$ cat config.mk
export PLATFORM = sky130hd
export DESIGN_NAME = three_stage_biquad_equalizer
export DESIGN_NICKNAME = d
export VERILOG_FILES = /design/src/hdl/tsbq_pkg.sv /design/src/hdl/three_stage_biquad_equalizer.sv
export VERILOG_INCLUDE_DIRS = /design/src /design/src/hdl
export SDC_FILE = /design/constraint.sdc
export NUM_CORES = 2
export LEC_CHECK = 0
export BUFFER_PORTS_ARGS = -buffer_cell sky130_fd_sc_hd__buf_2
export CAP_MARGIN = 25
export CORE_MARGIN = 3
export CORE_UTILIZATION = 48
export DETAILED_ROUTE_END_ITERATION = 8
export GPL_TIMING_DRIVEN = 1
export SKIP_CTS_REPAIR_TIMING = 1
export SYNTH_ARGS = -nofsm -noshare
export SYNTH_HDL_FRONTEND = slang
export SYNTH_SLANG_ARGS = --single-unit
$ cat constraint.sdc
create_clock -name clk -period 14.31 [get_ports clk]
set_input_delay 0.7155 -clock clk [delete_from_list [all_inputs] [get_ports clk]]
set_output_delay 0.7155 -clock clk [all_outputs]
set_load 0.03 [all_outputs]
$ cat src/hdl/three_stage_biquad_equalizer_assert.svh
// Assertion macros for the three-section biquad equalizer.
// Each macro expects a clock named clk and an active-low reset named rst_n in scope.
`ifndef THREE_STAGE_BIQUAD_EQUALIZER_ASSERT_SVH
`define THREE_STAGE_BIQUAD_EQUALIZER_ASSERT_SVH

// The consequent must hold in the same cycle as the antecedent.
`define TSBQ_ASSERT_SAME(lbl, ante, cons, msg) \
  lbl: assert property (@(posedge clk) disable iff (!rst_n) (ante) |-> (cons)) \
    else $error(msg);

// The consequent must hold in the cycle after the antecedent.
`define TSBQ_ASSERT_NEXT(lbl, ante, cons, msg) \
  lbl: assert property (@(posedge clk) disable iff (!rst_n) (ante) |=> (cons)) \
    else $error(msg);

`endif

$ cat src/hdl/tsbq_pkg.sv
// Shared types and constants for the three-section biquad equalizer.
// No dependencies; imported by three_stage_biquad_equalizer.
`timescale 1ns / 1ps

package tsbq_pkg;

  localparam int SECTIONS  = 3;
  localparam int REG_COUNT = 2 * SECTIONS;
  localparam int SEC_W     = $clog2(SECTIONS);
  localparam int TAP_W     = 3;
  localparam int CFG_IDX_W = $clog2(REG_COUNT);

  // Multiply-accumulate step within one section.
  localparam logic [TAP_W-1:0] TAP_B0 = 3'd0;
  localparam logic [TAP_W-1:0] TAP_B1 = 3'd1;
  localparam logic [TAP_W-1:0] TAP_B2 = 3'd2;
  localparam logic [TAP_W-1:0] TAP_A1 = 3'd3;
  localparam logic [TAP_W-1:0] TAP_A2 = 3'd4;

  typedef enum logic [2:0] {
    ST_IDLE,
    ST_MAC,
    ST_DRAIN,
    ST_ROUND,
    ST_FINAL
  } tsbq_state_t;

endpackage

$ cat src/hdl/three_stage_biquad_equalizer.sv
// Three cascaded direct-form-1 biquads (low shelf, mid peak, high shelf) on one
// shared multiplier and accumulator. Depends on tsbq_pkg and the assertion header.
//
// Usage:
//   Input beats carry one PCM sample on in_tdata, clear_history on in_tuser and
//   the buffer end mark on in_tlast. Output beats carry the equalized sample on
//   out_tdata, the saturation flag on out_tuser and the copied mark on out_tlast.
//   Coefficients are written through cfg_we/cfg_index/cfg_data while idle.
// Timing:
//   Each section runs five multiplies on one multiplier, then drains the product
//   register, then rounds, saturates and shifts its history; after the last
//   section a final step rounds and saturates to the sample width. A new input
//   is taken only in the idle state, so the block does not accept a new sample
//   until the previous one has left the final step. The single multiplier sets
//   this sequential schedule.
// Reset and stall:
//   Reset clears all histories, loads b0 = 1.0 and all other coefficients 0 in
//   every section, and empties the output register. A result waits in the output
//   register while out_tready is low; the next sample may already be accepted
//   and computed, and it then waits in the final step until the register frees.
`timescale 1ns / 1ps

`include "three_stage_biquad_equalizer_assert.svh"

module three_stage_biquad_equalizer
  import tsbq_pkg::*;
#(
  parameter int SAMPLE_WIDTH = 16,
  parameter int COEFF_WIDTH  = 20,
  parameter int GUARD_BITS   = 8
) (
  input  logic                                   clk,
  input  logic                                   rst_n,
  // Input stream
  input  logic                                   in_tvalid,
  output logic                                   in_tready,
  input  logic [((SAMPLE_WIDTH + 7) / 8) * 8-1:0] in_tdata,  // [SW-1:0] sample_in
  input  logic                                   in_tuser,  // [0] clear_history
  input  logic                                   in_tlast,  // block_last
  // Output stream
  output logic                                   out_tvalid,
  input  logic                                   out_tready,
  output logic [((SAMPLE_WIDTH + 7) / 8) * 8-1:0] out_tdata, // [SW-1:0] sample_out
  output logic                                   out_tuser, // [0] clipped
  output logic                                   out_tlast, // block_last_out
  // Coefficient write port
  input  logic                                   cfg_we,
  input  logic [CFG_IDX_W-1:0]                   cfg_index,
  input  logic [3*COEFF_WIDTH-1:0]               cfg_data
);

  localparam int DATA_W     = ((SAMPLE_WIDTH + 7) / 8) * 8;
  localparam int HW         = SAMPLE_WIDTH + GUARD_BITS;
  localparam int COEFF_FRAC = COEFF_WIDTH - 3;
  localparam int PROD_W     = COEFF_WIDTH + HW;
  localparam int ACC_W      = PROD_W + 3;
  localparam int FIN_W      = SAMPLE_WIDTH + 1;

  localparam logic [3*COEFF_WIDTH-1:0] FF_RST =
    {{(2*COEFF_WIDTH){1'b0}}, COEFF_WIDTH'(1 << COEFF_FRAC)};
  localparam logic signed [ACC_W-1:0] ACC_HALF = ACC_W'(1 << (COEFF_FRAC - 1));
  localparam logic signed [ACC_W-1:0] HIST_MAX =
    {{(ACC_W-HW+1){1'b0}}, {(HW-1){1'b1}}};
  localparam logic signed [ACC_W-1:0] HIST_MIN =
    {{(ACC_W-HW+1){1'b1}}, {(HW-1){1'b0}}};

  // Control
  tsbq_state_t state_r, state_nxt;
  logic [SEC_W-1:0] sec_r;
  logic [TAP_W-1:0] tap_r;
  logic             out_free;
  logic             accept;
  logic             mac_issue, round_en, final_load;

  // Coefficients
  logic [3*COEFF_WIDTH-1:0] ff_r [SECTIONS];
  logic [2*COEFF_WIDTH-1:0] fb_r [SECTIONS];

  // Histories
  logic signed [HW-1:0] x1_r [SECTIONS];
  logic signed [HW-1:0] x2_r [SECTIONS];
  logic signed [HW-1:0] y1_r [SECTIONS];
  logic signed [HW-1:0] y2_r [SECTIONS];

  // Datapath
  logic signed [HW-1:0]          cur_r;
  logic                          last_r;
  logic                          clip_r;
  logic signed [COEFF_WIDTH-1:0] coef_sel;
  logic signed [HW-1:0]          op_sel;
  logic                          sub_sel;
  logic signed [PROD_W-1:0]      prod_r;
  logic                          prod_sub_r;
  logic                          prod_vld_r;
  logic signed [ACC_W-1:0]       acc_r;
  logic signed [ACC_W-1:0]       rnd;
  logic signed [HW-1:0]          y_sat;
  logic                          y_clip;
  logic signed [HW-1:0]          x0_in;
  logic signed [FIN_W-1:0]       fin;
  logic [SAMPLE_WIDTH-1:0]       fin_sat;
  logic                          fin_clip;

  // Output register
  logic                    out_tvalid_r;
  logic [SAMPLE_WIDTH-1:0] out_sample_r;
  logic                    out_clip_r;
  logic                    out_last_r;

  assign out_free = !out_tvalid_r || out_tready;
  assign accept   = in_tvalid && in_tready;
  assign x0_in    = HW'($signed(in_tdata[SAMPLE_WIDTH-1:0])) <<< GUARD_BITS;

  // Next-state logic
  always_comb begin
    state_nxt = state_r;
    unique case (state_r)
      ST_IDLE:  if (in_tvalid) state_nxt = ST_MAC;
      ST_MAC:   if (tap_r == TAP_A2) state_nxt = ST_DRAIN;
      ST_DRAIN: state_nxt = ST_ROUND;
      ST_ROUND: state_nxt = (sec_r == SEC_W'(SECTIONS - 1)) ? ST_FINAL : ST_MAC;
      ST_FINAL: if (out_free) state_nxt = ST_IDLE;
      default:  state_nxt = ST_IDLE;
    endcase
  end

  // Output decode of the sequencer
  always_comb begin
    in_tready  = 1'b0;
    mac_issue  = 1'b0;
    round_en   = 1'b0;
    final_load = 1'b0;
    unique case (state_r)
      ST_IDLE:  in_tready  = rst_n;
      ST_MAC:   mac_issue  = 1'b1;
      ST_DRAIN: ;
      ST_ROUND: round_en   = 1'b1;
      ST_FINAL: final_load = out_free;
      default:  ;
    endcase
  end

  always_ff @(posedge clk) begin
    if (!rst_n) state_r <= ST_IDLE;
    else        state_r <= state_nxt;
  end

  // Operand selection for the shared multiplier.
  always_comb begin
    coef_sel = ff_r[sec_r][0 +: COEFF_WIDTH];
    op_sel   = cur_r;
    sub_sel  = 1'b0;
    unique case (tap_r)
      TAP_B0: begin
        coef_sel = ff_r[sec_r][0 +: COEFF_WIDTH];
        op_sel   = cur_r;
      end
      TAP_B1: begin
        coef_sel = ff_r[sec_r][COEFF_WIDTH +: COEFF_WIDTH];
        op_sel   = x1_r[sec_r];
      end
      TAP_B2: begin
        coef_sel = ff_r[sec_r][2*COEFF_WIDTH +: COEFF_WIDTH];
        op_sel   = x2_r[sec_r];
      end
      TAP_A1: begin
        coef_sel = fb_r[sec_r][0 +: COEFF_WIDTH];
        op_sel   = y1_r[sec_r];
        sub_sel  = 1'b1;
      end
      TAP_A2: begin
        coef_sel = fb_r[sec_r][COEFF_WIDTH +: COEFF_WIDTH];
        op_sel   = y2_r[sec_r];
        sub_sel  = 1'b1;
      end
      default: ;
    endcase
  end

  // Section result: round half up, then saturate to the history width.
  assign rnd    = (acc_r + ACC_HALF) >>> COEFF_FRAC;
  always_comb begin
    y_clip = 1'b0;
    y_sat  = rnd[HW-1:0];
    if (rnd > HIST_MAX) begin
      y_clip = 1'b1;
      y_sat  = HIST_MAX[HW-1:0];
    end else if (rnd < HIST_MIN) begin
      y_clip = 1'b1;
      y_sat  = HIST_MIN[HW-1:0];
    end
  end

  // Final rounding to the sample width.
  generate
    if (GUARD_BITS > 0) begin : g_fin_round
      logic signed [HW:0] fin_sum;
      assign fin_sum = $signed({cur_r[HW-1], cur_r}) + (HW + 1)'(1 << (GUARD_BITS - 1));
      assign fin     = FIN_W'(fin_sum >>> GUARD_BITS);
    end else begin : g_fin_pass
      assign fin = FIN_W'(cur_r);
    end
  endgenerate

  always_comb begin
    fin_clip = fin[FIN_W-1] != fin[FIN_W-2];
    fin_sat  = fin[SAMPLE_WIDTH-1:0];
    if (fin_clip) fin_sat = {fin[FIN_W-1], {(SAMPLE_WIDTH-1){!fin[FIN_W-1]}}};
  end

  // Sequencer counters and the product pipeline register.
  always_ff @(posedge clk) begin
    if (!rst_n) begin
      sec_r      <= '0;
      tap_r      <= TAP_B0;
      prod_vld_r <= 1'b0;
    end else begin
      prod_vld_r <= mac_issue;
      if (accept) begin
        sec_r <= '0;
        tap_r <= TAP_B0;
      end else if (mac_issue) begin
        tap_r <= (tap_r == TAP_A2) ? TAP_B0 : tap_r + TAP_W'(1);
      end else if (round_en) begin
        sec_r <= (sec_r == SEC_W'(SECTIONS - 1)) ? '0 : sec_r + SEC_W'(1);
      end
    end
  end

  always_ff @(posedge clk) begin
    if (mac_issue) begin
      prod_r     <= coef_sel * op_sel;
      prod_sub_r <= sub_sel;
    end
    if (mac_issue && tap_r == TAP_B0) begin
      acc_r <= '0;
    end else if (prod_vld_r) begin
      acc_r <= prod_sub_r ? acc_r - ACC_W'(prod_r) : acc_r + ACC_W'(prod_r);
    end
    if (accept) begin
      cur_r  <= x0_in;
      last_r <= in_tlast;
    end else if (round_en) begin
      cur_r <= y_sat;
    end
  end

  always_ff @(posedge clk) begin
    if (!rst_n) begin
      clip_r <= 1'b0;
    end else if (accept) begin
      clip_r <= 1'b0;
    end else if (round_en) begin
      clip_r <= clip_r | y_clip;
    end
  end

  // Coefficient registers.
  always_ff @(posedge clk) begin
    if (!rst_n) begin
      for (int i = 0; i < SECTIONS; i++) begin
        ff_r[i] <= FF_RST;
        fb_r[i] <= '0;
      end
    end else if (cfg_we && cfg_index < CFG_IDX_W'(REG_COUNT)) begin
      if (cfg_index[0]) fb_r[cfg_index[CFG_IDX_W-1:1]] <= cfg_data[2*COEFF_WIDTH-1:0];
      else              ff_r[cfg_index[CFG_IDX_W-1:1]] <= cfg_data;
    end
  end

  // Histories: a clear request zeroes every section before the sample runs.
  always_ff @(posedge clk) begin
    if (!rst_n || (accept && in_tuser)) begin
      for (int i = 0; i < SECTIONS; i++) begin
        x1_r[i] <= '0;
        x2_r[i] <= '0;
        y1_r[i] <= '0;
        y2_r[i] <= '0;
      end
    end else if (round_en) begin
      x2_r[sec_r] <= x1_r[sec_r];
      x1_r[sec_r] <= cur_r;
      y2_r[sec_r] <= y1_r[sec_r];
      y1_r[sec_r] <= y_sat;
    end
  end

  // Output register.
  always_ff @(posedge clk) begin
    if (!rst_n) begin
      out_tvalid_r <= 1'b0;
    end else if (final_load) begin
      out_tvalid_r <= 1'b1;
    end else if (out_tready) begin
      out_tvalid_r <= 1'b0;
    end
  end

  always_ff @(posedge clk) begin
    if (final_load) begin
      out_sample_r <= fin_sat;
      out_clip_r   <= clip_r | fin_clip;
      out_last_r   <= last_r;
    end
  end

  assign out_tvalid = out_tvalid_r;
  assign out_tdata  = DATA_W'(out_sample_r);
  assign out_tuser  = out_clip_r;
  assign out_tlast  = out_last_r;

  `TSBQ_ASSERT_NEXT(a_accept_starts_mac, accept,
    state_r == ST_MAC && tap_r == TAP_B0 && sec_r == '0,
    "accepted sample did not start at the first tap of the first section")
  `TSBQ_ASSERT_SAME(a_tap_range, state_r == ST_MAC, tap_r <= TAP_A2,
    "tap counter ran past the last tap")
  `TSBQ_ASSERT_SAME(a_sec_range, 1'b1, sec_r < SEC_W'(SECTIONS),
    "section counter ran past the last section")
  `TSBQ_ASSERT_SAME(a_idle_pipe_empty, in_tready, !prod_vld_r,
    "product register still busy while accepting a new sample")
  `TSBQ_ASSERT_NEXT(a_final_loads_out, final_load, out_tvalid_r,
    "final step did not load the output register")

endmodule
* Word-level counts from Yosys, hierarchy flattened
Memory sizes are Yosys's and may differ from the RTL's. A register that Yosys moved wholly into a read port is not among the register bits. Cells that the tools add are included.
Operators by class: muxes and demuxes 68, $lt $le $gt $ge 3, equal/unequal tests 13, bitwise logic cells 4, reductions and logical operators 23, shifts and indexed selects 0, div/mod/pow operators 0, add/subtract/negate cells 6, $mul 1
Operators with widths (count):
- $mux 24 | 8
- $pmux 24 s4 | 1
- $reduce_or 24->1 | 4
- $pmux 20 s4 | 1
- $mux 60 | 1
- $reduce_or 60->1 | 1
- $add 47x18->47 const B | 1
- $add 47x44->47 | 1
- $mux 47 | 1
- $sub 47x44->47 | 1
- $mul 20x24->44 | 1
- $mux 40 | 1
- $reduce_or 40->1 | 1
- $mux 2 | 19
- $gt 30x24->1 const B | 1
- $lt 30x24->1 const B | 1
- $mux 1 | 29
- $add 24x9->25 const B | 1
- $mux 16 | 1
- $mux 3 | 5
- $pmux 3 s5 | 1
- $eq 3x2->1 const B | 4
- $eq 3x1->1 const B | 2
- $eq 3x3->1 const B | 2
- other kinds (16) | 29
Word-level totals: bits in latches 0, flip-flop bits (word level) 146, word-level logic and storage cells 139, ROM bits 0, memories kept 6, input bits 86, bits in writable memories 588
Memories:
- ff_r | words 3, bits a word 60, rd ports 1, clocked after Yosys merged registers in 1, write ports 3, RTL line three_stage_biquad_equalizer.sv:76 | logic [3*COEFF_WIDTH-1:0] ff_r [SECTIONS];
- fb_r | words 3, bits a word 40, rd ports 1, clocked after Yosys merged registers in 1, write ports 3, RTL line three_stage_biquad_equalizer.sv:77 | logic [2*COEFF_WIDTH-1:0] fb_r [SECTIONS];
- x1_r | words 3, bits a word 24, rd ports 1, clocked after Yosys merged registers in 1, write ports 3, RTL line three_stage_biquad_equalizer.sv:80 | logic signed [HW-1:0] x1_r [SECTIONS];
- x2_r | words 3, bits a word 24, rd ports 1, clocked after Yosys merged registers in 1, write ports 3, RTL line three_stage_biquad_equalizer.sv:81 | logic signed [HW-1:0] x2_r [SECTIONS];
- y1_r | words 3, bits a word 24, rd ports 1, clocked after Yosys merged registers in 1, write ports 3, RTL line three_stage_biquad_equalizer.sv:82 | logic signed [HW-1:0] y1_r [SECTIONS];
- y2_r | words 3, bits a word 24, rd ports 1, clocked after Yosys merged registers in 1, write ports 3, RTL line three_stage_biquad_equalizer.sv:83 | logic signed [HW-1:0] y2_r [SECTIONS];

* Logic depth before layout (Yosys ltp)
depth after elaboration 9, mapped depth 36, depth with buffers taken out 32

* Worst setup path after synthesis
Ideal clock, no wire load.
path type register -> register, from register tap_r[0], to register prod_r[40] (data pin), data required time 14051 ps, path slack 5654 ps, data arrival time 8397 ps, cell stages (with the launch flop) 34, period minus slack after synthesis 8656 ps, cell sequence dfxtp_1 > inv_1 > ha_1 > and2_1 > a21o_1 > or3_1 > clkbuf_1 > clkbuf_1 > clkbuf_1 > a31oi_1 > buf_2 > nand2_1 > fa_1 > fa_1 > inv_1 > fa_1 > inv_1 > fa_1 > inv_1 > fa_1 > fa_1 > inv_1 > fa_1 > inv_1 > ha_1 > a21o_1 > a21o_1 > a21oi_1 > nor2b_1 > o21a_1 > o211ai_1 > nand2_1 > a41oi_1 > xnor2_1
Between the ends: cells in the longest elaborated chain, start to end 3, elaborated cells on any way between the ends 7
Ends and longest elaborated chain:
- from (decl) | RTL line three_stage_biquad_equalizer.sv:70 | logic [TAP_W-1:0] tap_r;
- from (signal assigned) | RTL line three_stage_biquad_equalizer.sv:223 | tap_r <= (tap_r == TAP_A2) ? TAP_B0 : tap_r + TAP_W'(1);
- $eq 3x3->1, or another cell as far along | RTL line three_stage_biquad_equalizer.sv:153 | unique case (tap_r)
- $pmux 20 s4 or $pmux 24 s4 (tied branches) | RTL line three_stage_biquad_equalizer.sv:153
- $mul 20x24->44 (*) | RTL line three_stage_biquad_equalizer.sv:232 | prod_r <= coef_sel * op_sel;
- to (signal assigned) | RTL line three_stage_biquad_equalizer.sv:232
- to (decl) | RTL line three_stage_biquad_equalizer.sv:92 | logic signed [PROD_W-1:0] prod_r;
Every way passes the cells marked *; elsewhere a longest branch is shown, timed or not. A chain may end at the register's enable or synchronous reset.

* Final worst setup path
Ends and elaborated chain as after synthesis.

==> metrics.txt <==
R2R depth=32; Buffers on Ports=105; clk_skew=53.2 ps; via count=38,534; first-pass GRT wire length=248,000 µm; r2r setup slk=3990 ps; Slew headroom=0.264; Hold Crit Start=in_tlast; Post-synth EDFFs=864; Fin. Hold Viols=0; most frequent cells in the layout=edfxtp_1 (864), inv_1 (626), fa_1 (493); status=complete, no violations; core area=125,000 µm²; hold endpoint=last_r; die area=131,000 µm²; fmax=96.9 MHz; vias in the first global route=40,421; ys async rst share=0; Worst R2R Start=tap_r[0]; clock root cell=clkbuf_16; worst r2r dst=prod_r[40]; drt via density=5.64; DR DRC count=0; Starting Density=0.488; Util after Layout=0.535; DP Area=63,600 µm²; CTS buffer count=97; area delta synth->final=9.73%; Mapped Cells=4,997; Die X=362 µm; io pins=106; Hold Crit Depth=1; Avg Inst Size Synth=12.2 µm²; CP max-delay cell=buf_4; share of cells above drive strength 1=0.119; Top Family by Delay on Critical Path=adder cells; crit path kind=flip-flop to flip-flop; Detailed Route Iter0 Violations=3,055; CP Depth=32; Total Wirelength=161,000 µm; H-tree depth=3; nets=5,861; max cap viols=0; drt wl/cell=23.5 µm; sequential fraction of the synthesis area=0.449; GRT Util Overall=0.250; finished layout cell area=66,800 µm²; Buf/Inv on CP=8; CP most frequent cell=fa_1; # setup viols final=0; initial antenna violation count=10; Num Clock Sinks=932; post-DP HPWL=109,000 µm; max incr delay on CP=780 ps; CTS Buffer Depth=3; commonest non-fill, non-tap cell in the layout=edfxtp_1; Syn Std Cell Area=60,800 µm²; Critical Path AT=10,790 ps; Hold Crit Class=input port to flip-flop; Fin Setup TNS=0 ps; CP Launch Type=flip-flop; Clk pin slew, worst setup/hold paths=60 ps; GRT overflow=0; worst hold slack=187 ps; CP Capture Type=flip-flop; yosys warns=0; distinct cell type count after synthesis=88; predominant post-synthesis flop cell=edfxtp_1; CTS tree=built; Synth Register Bits=932; row cnt=129; largest net degree at the start of global routing=121; RSZ-0062 raised after global routing=false; Critical Path Fanout Max=67; Worst-Margin Slew=1100 ps; Initial DRT Pass Iterations=5; Routed Antenna Nets=0; global placer's final weighted congestion=0.881; fin crit share=0.721; Final Critical Period=10,320 ps; Die Y=362 µm; Required @ worst endpoint=14,780 ps; Critical path origin=tap_r[0]; worst-skew pair later-pin latency=720 ps; Slew Viols, Final=0
==> registers in the layout, summed over array words and instances, names as in the netlist, named ones only <==
signal / flops
prod_sub_r: 1
clip_r: 1
y2_r: 96
sec_r: 2
prod_r: 44
out_tuser: 1
fb_r: 160
x2_r: 96
out_tvalid: 1
x1_r: 96
ff_r: 240
last_r: 1
out_tdata: 16
cur_r: 24
out_tlast: 1
acc_r: 47
tap_r: 3
prod_vld_r: 1
state_r: 3
y1_r: 96
==> worst reg2reg max path, delay by kind of cell (launching register included) <==
kind	cells	cell delay, ps
xor gates and xnor gates	1	90
and+or+nand+nor	6	1530
adders and majority gates	9	4380
buffers and inverters	8	2050
DFF	1	360
AOI/OAI and AO/OA	8	1690
==> logic make-up (layout without fill, tap and decap cells) <==
family / after synthesis / count (layout) / share of synthesized area
other cells: 1 / 103 / 0.0000616
compound gates: 567 / 567 / 0.0625
fa+ha+maj: 662 / 662 / 0.197
buf+inv: 898 / 997 / 0.0580
xor+xnor: 170 / 170 / 0.0246
mux: 226 / 226 / 0.0775
simple gates: 1541 / 1541 / 0.132
flops: 932 / 932 / 0.449
==> area by class of cell <==
| cell class | count | area, µm² |
|---|---|---|
| clock inverter | 53 | 483 |
| inverter | 627 | 2350 |
| timing repair buffer | 189 | 1250 |
| clock buffer | 128 | 2640 |
| multi-input combinational | 3266 | 30700 |
| fill | 10787 | 58000 |
| tap | 1637 | 2050 |
| sequential | 932 | 27300 |
| antenna | 3 | 7.51 |
==> cell usage after synthesis (4+ instances only) <==
| cell type | n | area [µm²] |
|---|---|---|
| a2111oi_0 | 4 | 35.0 |
| a211oi_1 | 19 | 143 |
| a21boi_0 | 5 | 37.5 |
| a21o_1 | 51 | 383 |
| a21oi_1 | 149 | 746 |
| a221o_1 | 26 | 260 |
| a22o_1 | 8 | 70.1 |
| a22oi_1 | 82 | 616 |
| a311oi_1 | 4 | 35.0 |
| a31o_2 | 8 | 70.1 |
| a31oi_1 | 26 | 163 |
| and2_1 | 470 | 2940 |
| and3_1 | 86 | 538 |
| and4_1 | 8 | 70.1 |
| buf_1 | 9 | 33.8 |
| buf_2 | 67 | 335 |
| buf_4 | 14 | 105 |
| clkbuf_1 | 178 | 668 |
| dfxtp_1 | 68 | 1360 |
| edfxtp_1 | 864 | 25900 |
| fa_1 | 493 | 9870 |
| ha_1 | 169 | 2110 |
| inv_1 | 627 | 2350 |
| mux2i_1 | 29 | 290 |
| mux4_2 | 196 | 4410 |
| nand2_1 | 284 | 1070 |
| nand2b_1 | 83 | 519 |
| nand3_1 | 48 | 240 |
| nand4_1 | 20 | 125 |
| nor2_1 | 378 | 1420 |
| nor2b_1 | 71 | 444 |
| nor3_1 | 30 | 150 |
| nor3b_1 | 5 | 37.5 |
| nor4_1 | 10 | 62.6 |
| o211ai_1 | 10 | 75.1 |
| o21a_1 | 36 | 270 |
| o21ai_0 | 63 | 315 |
| o21ai_1 | 27 | 135 |
| o21bai_1 | 9 | 67.6 |
| o31ai_1 | 5 | 37.5 |
| or2_2 | 16 | 100 |
| or3_1 | 10 | 62.6 |
| xnor2_1 | 122 | 1070 |
| xor2_1 | 47 | 412 |
==> stage by stage <==
| stage | cells | worst slack, ps |
|---|---|---|
| 6_report | 6835 | 3990 |
| 5_1_grt | 6832 | 3480 |
| 4_1_cts | 6826 | 4010 |
| 3_5_place_dp | 6645 | 4040 |
| 3_3_place_gp | 6641 | 4240 |
| 2_1_floorplan | 5096 | 5650 |
==> worst max path at each step <==
stage                       endpoint  slack [ps]
after floorplan           prod_r[40]        5650
after global placement    prod_r[40]        4240
after detailed placement  prod_r[40]        4040
after CTS                 prod_r[40]        4010
after global routing      prod_r[40]        3480
final                     prod_r[40]        3990
==> per-layer routing <==
| layer | routed length [µm] | vias to the layer above | track usage | part of all wire |
|---|---|---|---|---|
| li1 | - | 17200 | - | - |
| met3 | 10500 | 255 | 0.0377 | 0.065 |
| met1 | 66800 | 19799 | 0.333 | 0.42 |
| met5 | 41 | - | 0 | 0.00025 |
| met4 | 5170 | 6 | 0.0806 | 0.032 |
| met2 | 78400 | 1274 | 0.424 | 0.49 |
Power is left out: the tool's default activity adds up to more than one toggle a clock period on the data nets, which glitch-free logic cannot reach.
